===== src/hdl/liu_pkg.sv =====
// Shared types and constants for the linear interpolation upsampler.
package liu_pkg;

    localparam int SAMPLE_W    = 32;
    localparam int DIFF_W      = SAMPLE_W + 1;
    localparam int FACTOR_W    = 7;
    localparam int REM_W       = FACTOR_W - 1;
    localparam int DIV_STEPS   = DIFF_W;
    localparam int DIV_CNT_W   = $clog2(DIV_STEPS);
    localparam int QUEUE_DEPTH = 2;
    localparam int QPTR_W      = $clog2(QUEUE_DEPTH);
    localparam int QCNT_W      = $clog2(QUEUE_DEPTH + 1);

    typedef struct packed {
        logic signed [SAMPLE_W-1:0] prev;
        logic signed [SAMPLE_W-1:0] cur;
    } t_job;

    typedef enum logic [2:0] {
        BK_IDLE,
        BK_DIFF,
        BK_ABS,
        BK_DIV,
        BK_SETUP,
        BK_RUN
    } t_back_state;

endpackage


===== src/hdl/liu_front.sv =====
// Front end: accept samples, pair each with its predecessor, push a job.
module liu_front
    import liu_pkg::*;
(
    input  logic                       i_clk,
    input  logic                       i_rst_n,
    input  logic                       i_in_valid,
    input  logic signed [SAMPLE_W-1:0] i_sample_value,
    output logic                       o_in_stall,
    input  logic                       i_queue_full,
    output logic                       o_push,
    output t_job                       o_job
);

    logic                       r_have_prev;
    logic signed [SAMPLE_W-1:0] r_prev;

    assign o_in_stall = i_queue_full;
    assign o_push     = i_in_valid && !i_queue_full;

    // First sample after reset interpolates against itself.
    assign o_job.cur  = i_sample_value;
    assign o_job.prev = r_have_prev ? r_prev : i_sample_value;

    always_ff @(posedge i_clk) begin
        if (!i_rst_n) begin
            r_have_prev <= 1'b0;
        end else if (o_push) begin
            r_have_prev <= 1'b1;
        end
    end

    always_ff @(posedge i_clk) begin
        if (o_push) begin
            r_prev <= i_sample_value;
        end
    end

endmodule


===== src/hdl/liu_queue.sv =====
// Small job queue between the front end and the interpolation engine.
module liu_queue
    import liu_pkg::*;
(
    input  logic i_clk,
    input  logic i_rst_n,
    input  logic i_push,
    input  t_job i_job,
    output logic o_full,
    input  logic i_pop,
    output logic o_valid,
    output t_job o_job
);

    t_job              r_mem [QUEUE_DEPTH];
    logic [QPTR_W-1:0] r_wr_ptr;
    logic [QPTR_W-1:0] r_rd_ptr;
    logic [QCNT_W-1:0] r_count;

    assign o_full  = (r_count == QCNT_W'(QUEUE_DEPTH));
    assign o_valid = (r_count != '0);
    assign o_job   = r_mem[r_rd_ptr];

    always_ff @(posedge i_clk) begin
        if (!i_rst_n) begin
            r_wr_ptr <= '0;
            r_rd_ptr <= '0;
            r_count  <= '0;
        end else begin
            if (i_push) begin
                r_wr_ptr <= (r_wr_ptr == QPTR_W'(QUEUE_DEPTH - 1)) ? '0 : r_wr_ptr + 1'b1;
            end
            if (i_pop) begin
                r_rd_ptr <= (r_rd_ptr == QPTR_W'(QUEUE_DEPTH - 1)) ? '0 : r_rd_ptr + 1'b1;
            end
            unique case ({i_push, i_pop})
                2'b10:   r_count <= r_count + 1'b1;
                2'b01:   r_count <= r_count - 1'b1;
                default: r_count <= r_count;
            endcase
        end
    end

    always_ff @(posedge i_clk) begin
        if (i_push) begin
            r_mem[r_wr_ptr] <= i_job;
        end
    end

endmodule


===== src/hdl/liu_back.sv =====
// Back end: divide the step, then walk the run one result per unstalled cycle.
module liu_back
    import liu_pkg::*;
(
    input  logic                       i_clk,
    input  logic                       i_rst_n,
    input  logic [FACTOR_W-1:0]        i_factor,
    input  logic                       i_job_valid,
    input  t_job                       i_job,
    output logic                       o_pop,
    output logic                       o_out_valid,
    input  logic                       i_out_stall,
    output logic signed [SAMPLE_W-1:0] o_out_value,
    output logic                       o_run_last
);

    t_back_state r_state;
    t_back_state n_state;

    logic signed [SAMPLE_W-1:0] r_prev;
    logic signed [SAMPLE_W-1:0] r_cur;
    logic [FACTOR_W-1:0]        r_f;
    logic signed [DIFF_W-1:0]   r_diff;
    logic                       r_neg;
    logic [DIFF_W-1:0]          r_dvd;
    logic [REM_W-1:0]           r_rem;
    logic [DIV_CNT_W-1:0]       r_div_cnt;
    logic [SAMPLE_W-1:0]        r_step;
    logic [SAMPLE_W-1:0]        r_step_p;
    logic [SAMPLE_W-1:0]        r_acc;
    logic [REM_W-1:0]           r_racc;
    logic [FACTOR_W-1:0]        r_run_cnt;
    logic                       r_out_valid;
    logic [SAMPLE_W-1:0]        r_out_value;
    logic                       r_run_last;

    logic                  w_gen;
    logic                  w_div_done;
    logic                  w_last;
    logic [FACTOR_W-1:0]   w_shift;
    logic                  w_ge;
    logic [FACTOR_W-1:0]   w_rsum;
    logic                  w_wrap;
    logic [REM_W-1:0]      n_racc;
    logic [SAMPLE_W-1:0]   n_acc;
    logic [SAMPLE_W-1:0]   w_q_lo;

    assign w_div_done = (r_div_cnt == DIV_CNT_W'(DIV_STEPS - 1));
    assign w_last     = (r_run_cnt == r_f - 1'b1);

    // One restoring division step per cycle.
    assign w_shift = {r_rem, r_dvd[DIFF_W-1]};
    assign w_ge    = (w_shift >= r_f);

    // Fractional part of i*|diff|/F accumulates in r_racc, carrying into the sum.
    assign w_rsum = {1'b0, r_racc} + {1'b0, r_rem};
    assign w_wrap = (w_rsum >= r_f);
    assign n_racc = w_wrap ? REM_W'(w_rsum - r_f) : w_rsum[REM_W-1:0];
    assign n_acc  = r_acc + (w_wrap ? r_step_p : r_step);

    assign w_q_lo = r_dvd[SAMPLE_W-1:0];

    always_comb begin
        n_state = r_state;
        unique case (r_state)
            BK_IDLE:  if (i_job_valid) n_state = BK_DIFF;
            BK_DIFF:  n_state = BK_ABS;
            BK_ABS:   n_state = BK_DIV;
            BK_DIV:   if (w_div_done) n_state = BK_SETUP;
            BK_SETUP: n_state = BK_RUN;
            BK_RUN:   if (w_gen && w_last) n_state = BK_IDLE;
            default:  n_state = BK_IDLE;
        endcase
    end

    always_comb begin
        o_pop = 1'b0;
        w_gen = 1'b0;
        unique case (r_state)
            BK_IDLE: o_pop = i_job_valid;
            BK_RUN:  w_gen = !r_out_valid || !i_out_stall;
            default: begin
                o_pop = 1'b0;
                w_gen = 1'b0;
            end
        endcase
    end

    always_ff @(posedge i_clk) begin
        if (!i_rst_n) begin
            r_state     <= BK_IDLE;
            r_out_valid <= 1'b0;
        end else begin
            r_state <= n_state;
            if (w_gen) begin
                r_out_valid <= 1'b1;
            end else if (!i_out_stall) begin
                r_out_valid <= 1'b0;
            end
        end
    end

    always_ff @(posedge i_clk) begin
        unique case (r_state)
            BK_IDLE: begin
                r_prev <= i_job.prev;
                r_cur  <= i_job.cur;
                r_f    <= i_factor;
            end
            BK_DIFF: begin
                r_diff <= DIFF_W'(r_cur) - DIFF_W'(r_prev);
            end
            BK_ABS: begin
                r_neg     <= r_diff[DIFF_W-1];
                r_dvd     <= r_diff[DIFF_W-1] ? DIFF_W'(-r_diff) : DIFF_W'(r_diff);
                r_rem     <= '0;
                r_div_cnt <= '0;
            end
            BK_DIV: begin
                r_rem     <= w_ge ? REM_W'(w_shift - r_f) : w_shift[REM_W-1:0];
                r_dvd     <= {r_dvd[DIFF_W-2:0], w_ge};
                r_div_cnt <= r_div_cnt + 1'b1;
            end
            BK_SETUP: begin
                // Signed step and the step one unit further from zero, modulo 2^32.
                r_step    <= r_neg ? (~w_q_lo + 1'b1) : w_q_lo;
                r_step_p  <= r_neg ? ~w_q_lo : (w_q_lo + 1'b1);
                r_acc     <= r_prev;
                r_racc    <= '0;
                r_run_cnt <= '0;
            end
            BK_RUN: begin
                if (w_gen) begin
                    r_acc       <= n_acc;
                    r_racc      <= n_racc;
                    r_run_cnt   <= r_run_cnt + 1'b1;
                    r_out_value <= n_acc;
                    r_run_last  <= w_last;
                end
            end
            default: begin
                r_acc <= r_acc;
            end
        endcase
    end

    assign o_out_valid = r_out_valid;
    assign o_out_value = r_out_value;
    assign o_run_last  = r_run_last;

endmodule


===== src/hdl/linear_interp_upsampler.sv =====
// Top level of the linear interpolation upsampler.
//
// Each accepted Q16.16 sample produces a run of F results, F being the
// upsample factor register (0 acts as 1, values above MAX_FACTOR clamp to
// MAX_FACTOR). The first sample after reset repeats itself F times; every
// later sample gives prev + trunc(i*(cur-prev)/F) for i = 1..F, so a run
// ends exactly on the new sample, and its final result carries run_last.
// One item occupies the interpolation engine while it takes the job, forms
// |cur - prev| as a difference and then its absolute value, runs the
// bit-serial divider that splits it into quotient and remainder by F, sets
// up the step, then gives one result per cycle while the output is not
// stalled. The front end and a two-entry job queue accept up to two further
// samples meanwhile, so input stall rises only when both queue slots are
// full. Results pass through an output register; a stall while a result
// is held freezes that register and the run. Write the factor only while
// the block is idle; the configuration port is always ready.
module linear_interp_upsampler
    import liu_pkg::*;
#(
    parameter int MAX_FACTOR = 64
) (
    input  logic                       i_clk,
    input  logic                       i_rst_n,
    // Sample input channel
    input  logic                       i_in_valid,
    output logic                       o_in_stall,
    input  logic signed [SAMPLE_W-1:0] i_sample_value,
    // Result output channel
    output logic                       o_out_valid,
    input  logic                       i_out_stall,
    output logic signed [SAMPLE_W-1:0] o_out_value,
    output logic                       o_run_last,
    // Factor register write channel
    input  logic                       i_cfg_valid,
    output logic                       o_cfg_ready,
    input  logic [FACTOR_W-1:0]        i_cfg_data
);

    localparam logic [FACTOR_W-1:0] MaxF = FACTOR_W'(MAX_FACTOR);

    logic [FACTOR_W-1:0] r_factor;
    logic [FACTOR_W-1:0] w_eff_factor;

    logic w_queue_full;
    logic w_push;
    t_job w_push_job;
    logic w_job_valid;
    t_job w_job;
    logic w_pop;

    // Register write: always take the transaction.
    assign o_cfg_ready = 1'b1;

    always_ff @(posedge i_clk) begin
        if (!i_rst_n) begin
            r_factor <= FACTOR_W'(1);
        end else if (i_cfg_valid && o_cfg_ready) begin
            r_factor <= i_cfg_data;
        end
    end

    // Clamp the factor into 1..MAX_FACTOR.
    always_comb begin
        priority if (r_factor == '0) begin
            w_eff_factor = FACTOR_W'(1);
        end else if (r_factor > MaxF) begin
            w_eff_factor = MaxF;
        end else begin
            w_eff_factor = r_factor;
        end
    end

    // Accept samples and pair them with their predecessor.
    liu_front u_front (
        .i_clk          (i_clk),
        .i_rst_n        (i_rst_n),
        .i_in_valid     (i_in_valid),
        .i_sample_value (i_sample_value),
        .o_in_stall     (o_in_stall),
        .i_queue_full   (w_queue_full),
        .o_push         (w_push),
        .o_job          (w_push_job)
    );

    // Decouple acceptance from the long-running engine.
    liu_queue u_queue (
        .i_clk   (i_clk),
        .i_rst_n (i_rst_n),
        .i_push  (w_push),
        .i_job   (w_push_job),
        .o_full  (w_queue_full),
        .i_pop   (w_pop),
        .o_valid (w_job_valid),
        .o_job   (w_job)
    );

    // Divide, then emit the run.
    liu_back u_back (
        .i_clk       (i_clk),
        .i_rst_n     (i_rst_n),
        .i_factor    (w_eff_factor),
        .i_job_valid (w_job_valid),
        .i_job       (w_job),
        .o_pop       (w_pop),
        .o_out_valid (o_out_valid),
        .i_out_stall (i_out_stall),
        .o_out_value (o_out_value),
        .o_run_last  (o_run_last)
    );

endmodule


===== config.mk =====
export PLATFORM = sky130hd
export DESIGN_NAME = linear_interp_upsampler
export DESIGN_NICKNAME = d
export VERILOG_FILES = /design/src/hdl/liu_pkg.sv /design/src/hdl/liu_front.sv /design/src/hdl/liu_queue.sv /design/src/hdl/liu_back.sv /design/src/hdl/linear_interp_upsampler.sv
export SDC_FILE = /design/constraint.sdc
export NUM_CORES = 1
export LEC_CHECK = 0
export ABC_AREA = 1
export BUFFER_PORTS_ARGS = -buffer_cell sky130_fd_sc_hd__buf_4
export CORE_MARGIN = 1
export CORE_UTILIZATION = 49
export CTS_BUF_LIST = sky130_fd_sc_hd__clkbuf_4 sky130_fd_sc_hd__clkbuf_8
export DETAILED_ROUTE_END_ITERATION = 10
export GPL_TIMING_DRIVEN = 0
export PLACE_DENSITY = 0.76
export SYNTH_ARGS = -nofsm -noshare
export SYNTH_HDL_FRONTEND = slang
export SYNTH_SLANG_ARGS = --single-unit

===== constraint.sdc =====
create_clock -name i_clk -period 6.6 [get_ports i_clk]
set_clock_uncertainty 0.05 [all_clocks]
set_input_delay 0.66 -clock i_clk [delete_from_list [all_inputs] [get_ports i_clk]]
set_output_delay 0.66 -clock i_clk [all_outputs]
set_load 0.02 [all_outputs]

==> impl_metrics.py <==
metrics = {
    "logic_synthesis": {
        "ys_seq_area_share_pct": 56.4,
        "syn_area_um2": 24600,
        "synth_most_common_cell": "nand2_1",
        "yosys-top-cells-area": "edfxtp_1 55%, nand2_1 12%, ha_1 4.7%, xor2_1 4.0%, inv_1 3.7%",
        "synth_nets": 2745,
        "synth_top_area_cell": "edfxtp_1",
        "synthCells": 2603,
        "synth_edf_count": 452,
        "ys.flop_type": "edfxtp_1",
        "ys_warn_count": 0,
        "synth_common_cells": "804 x nand2_1, 452 x edfxtp_1, 244 x inv_1, 183 x nor2_1, 123 x o21ai_0",
        "ys_types": 53,
        "avgSynthCellArea_um2": 9.46,
        "ys_seq_elements": 468,
        "synth.top_cell.area_share_pct": 55.1,
        "async_flop_share_pct": 0,
    },
    "global_route": {
        "grtUsageTotal_pct": 24.6,
        "grt_max_degree": 40,
        "grt_pass1_vias": 18100,
        "globalRouteOverflowTotal": 0,
        "grt_antenna_before_repair": 1,
        "grt_pass1_wl_um": 95500,
    },
    "clock_network": {
        "cts_resized": 0,
        "cts_setup_buffers": 0,
        "root_buffer": "clkbuf_8",
        "cts_hold_buf": 0,
        "h-tree-depth": 3,
        "ctsLongestPathBuffers": 3,
        "clock-sinks": 468,
        "cts_buffers": 79,
        "clk_latency_ps": 670,
        "cts_tree": "built",
        "clkSlewWorstSetupHoldPaths_ps": 60,
    },
    "critical_path": {
        "cpMostUsedCell": "nand2_1",
        "timing.rr.start": "u_back.r_rem[0]",
        "setup.worst_path.start_class": "flip-flop",
        "crit_type": "flip-flop to flip-flop",
        "cp_data_required_time_ps": 6940,
        "crit_path_max_incr_delay_ps": 470,
        "cp_slowest_cell": "clkbuf_1",
        "cp.arrival_ps": 5980,
        "critical_path.endpoint_type": "flip-flop",
        "cp_max_fo": 10,
        "crit_start": "u_back.r_rem[0]",
    },
    "power_and_ir_drop": {
        "leakage_nw": 11.7,
        "power.density_nw_per_um2": 573,
        "vdd_drop_max_uv": 257,
    },
    "route": {
        "ant_nets": 0,
        "num_vias": 18100,
        "wirelength_um": 61100,
        "drc": 0,
        "drtIter0Drc": 1345,
        "routed_via_density": 5.19,
        "wl_per_cell_um": 17.5,
        "first_pass_iters": 6,
    },
    "layout": {
        "area.growth.synth_to_final_pct": 13.2,
        "drive_gt1_share_pct": 11.2,
        "final_cell_area_um2": 27900,
        "layout.nets": 2914,
        "n_antenna_cell": 0,
    },
    "die": {
        "fp-row-count": 81,
        "die_w_um": 226,
        "ioPinCount": 80,
        "initial_utilization_pct": 50.0,
        "core_um2": 49300,
        "die_h_um": 226,
        "dieArea_um2": 51200,
    },
    "timing": {
        "setup_tns_ps": 0,
        "clock.fmax_mhz": 177,
        "finalHoldViolCount": 0,
        "fin_ws_ps": 962,
        "slew_headroom_pct": 11.5,
        "period_minus_slack_ps": 5640,
        "setup_viol": 0,
        "finalCritPeriodShare_pct": 85.4,
        "finalMaxSlewViolations": 0,
        "tightest_slew_ps": 1330,
        "rsz0062_at_grt": "false",
    },
    "placed_design": {
        "detailedPlacementHpwl_um": 48200,
        "io_buffers": 78,
        "placedInstanceArea_um2": 26300,
        "dpl_worst_slack_ps": 919,
        "place_congestion": 0.923,
    },
    "worst_hold_path": {
        "hp-start": "i_sample_value[13]",
        "min_path_type": "input pin to flip-flop",
    },
    "job": {
        "maxCapViolations": 0,
    },
    "outcome": {
        "status": "finished clean",
    },
}
==> area by class of cell <==
cell class	instances	area, µm²
plain buffers	68	283
clock buffers	108	1320
clock inverters	33	251
fillers	4337	21400
inverters	264	991
multi-input cells	1803	9530
flip-flops and latches	468	13900
well taps	664	831
repair buffers	88	793
==> path summary, 6_finish.rpt <==
path | slack, ps | depth (start not counted) | endpoint
hold reg to reg | 440 | 2 | r_factor[5]
setup / recovery | 960 | 31 | u_back.r_acc[30]
hold / removal | 140 | 1 | u_queue.r_mem[1][13]
setup reg to reg | 960 | 31 | u_back.r_acc[30]
==> flip-flops by register name, indices dropped and copies added (netlist names), 2 cells and up <==
name / cells
u_front.r_prev: 32
u_back.r_run_cnt: 7
u_back.r_step_p: 32
u_back.r_prev: 32
u_back.r_div_cnt: 6
u_back.r_step: 32
u_back.r_cur: 32
u_back.r_dvd: 33
u_back.r_acc: 32
u_back.r_diff: 33
u_queue.r_mem: 128
u_back.r_f: 7
u_back.r_rem: 6
u_back.r_state: 3
u_back.r_racc: 6
u_queue.r_count: 2
r_factor: 7
u_back.o_out_value: 32
==> cells in the final DEF (no fill, tap or decap), types with 19 or more instances in the layout <==
cell type  instances
inv_1            244
o21ai_1           25
nor3_1            32
o21ai_0          121
nand3_1          113
clkbuf_4          27
xnor2_1           19
a21oi_1          120
buf_4             79
ha_1              93
buf_2             19
nand2_1          804
nor2_1           178
clkbuf_8          81
edfxtp_1         452
nand4_1           29
xor2_1           113
clkbuf_1          44
==> per-stage QoR <==
stage / utilization (%) / total power (W) / hold WS, ps / instances
2_1_floorplan: - / 0.0109 / 398 / 2603
3_3_place_gp: 52.9 / 0.0133 / 416 / 3345
3_5_place_dp: 53.4 / 0.0134 / 430 / 3354
4_1_cts: 56.6 / 0.0160 / 78.0 / 3495
5_1_grt: 56.6 / 0.0172 / 87.7 / 3496
6_report: 56.6 / 0.0160 / 140 / 3496
==> worst max-delay path, delay by kind of cell (launching register included) <==
family	cells	cell delay, ps
DFF	1	450
and+or+nand+nor	15	1730
adders and majority gates	5	1550
buffers and inverters	7	1080
xor gates and xnor gates	1	150
AOI/OAI and AO/OA	3	350
==> cell families (layout without fill, tap and decap cells) <==
family	after synthesis	in the layout	share of synthesized area (%)
and+or+nand+nor	1245	1245	21.2
DFF	468	468	56.4
other	1	1	0.0152
AOI/OAI and AO/OA	325	325	7.25
buffers and inverters	332	561	5.17
adders and majority gates	98	98	5.13
xor gates and xnor gates	134	134	4.83
==> power by group <==
part / internal, W / switching, W
combinational: 0.00265 / 0.00564
sequential: 0.00466 / 0.000456
clock: 0.00139 / 0.00119
total: 0.00870 / 0.00729
==> metal layers <==
layer	part of all wire, %	global-route usage (%)
met1	43	30.2
met2	49	43.1
met3	4.6	4.16
met4	3.4	9.63
met5	0	0
(Power assumes the default switching activity.)
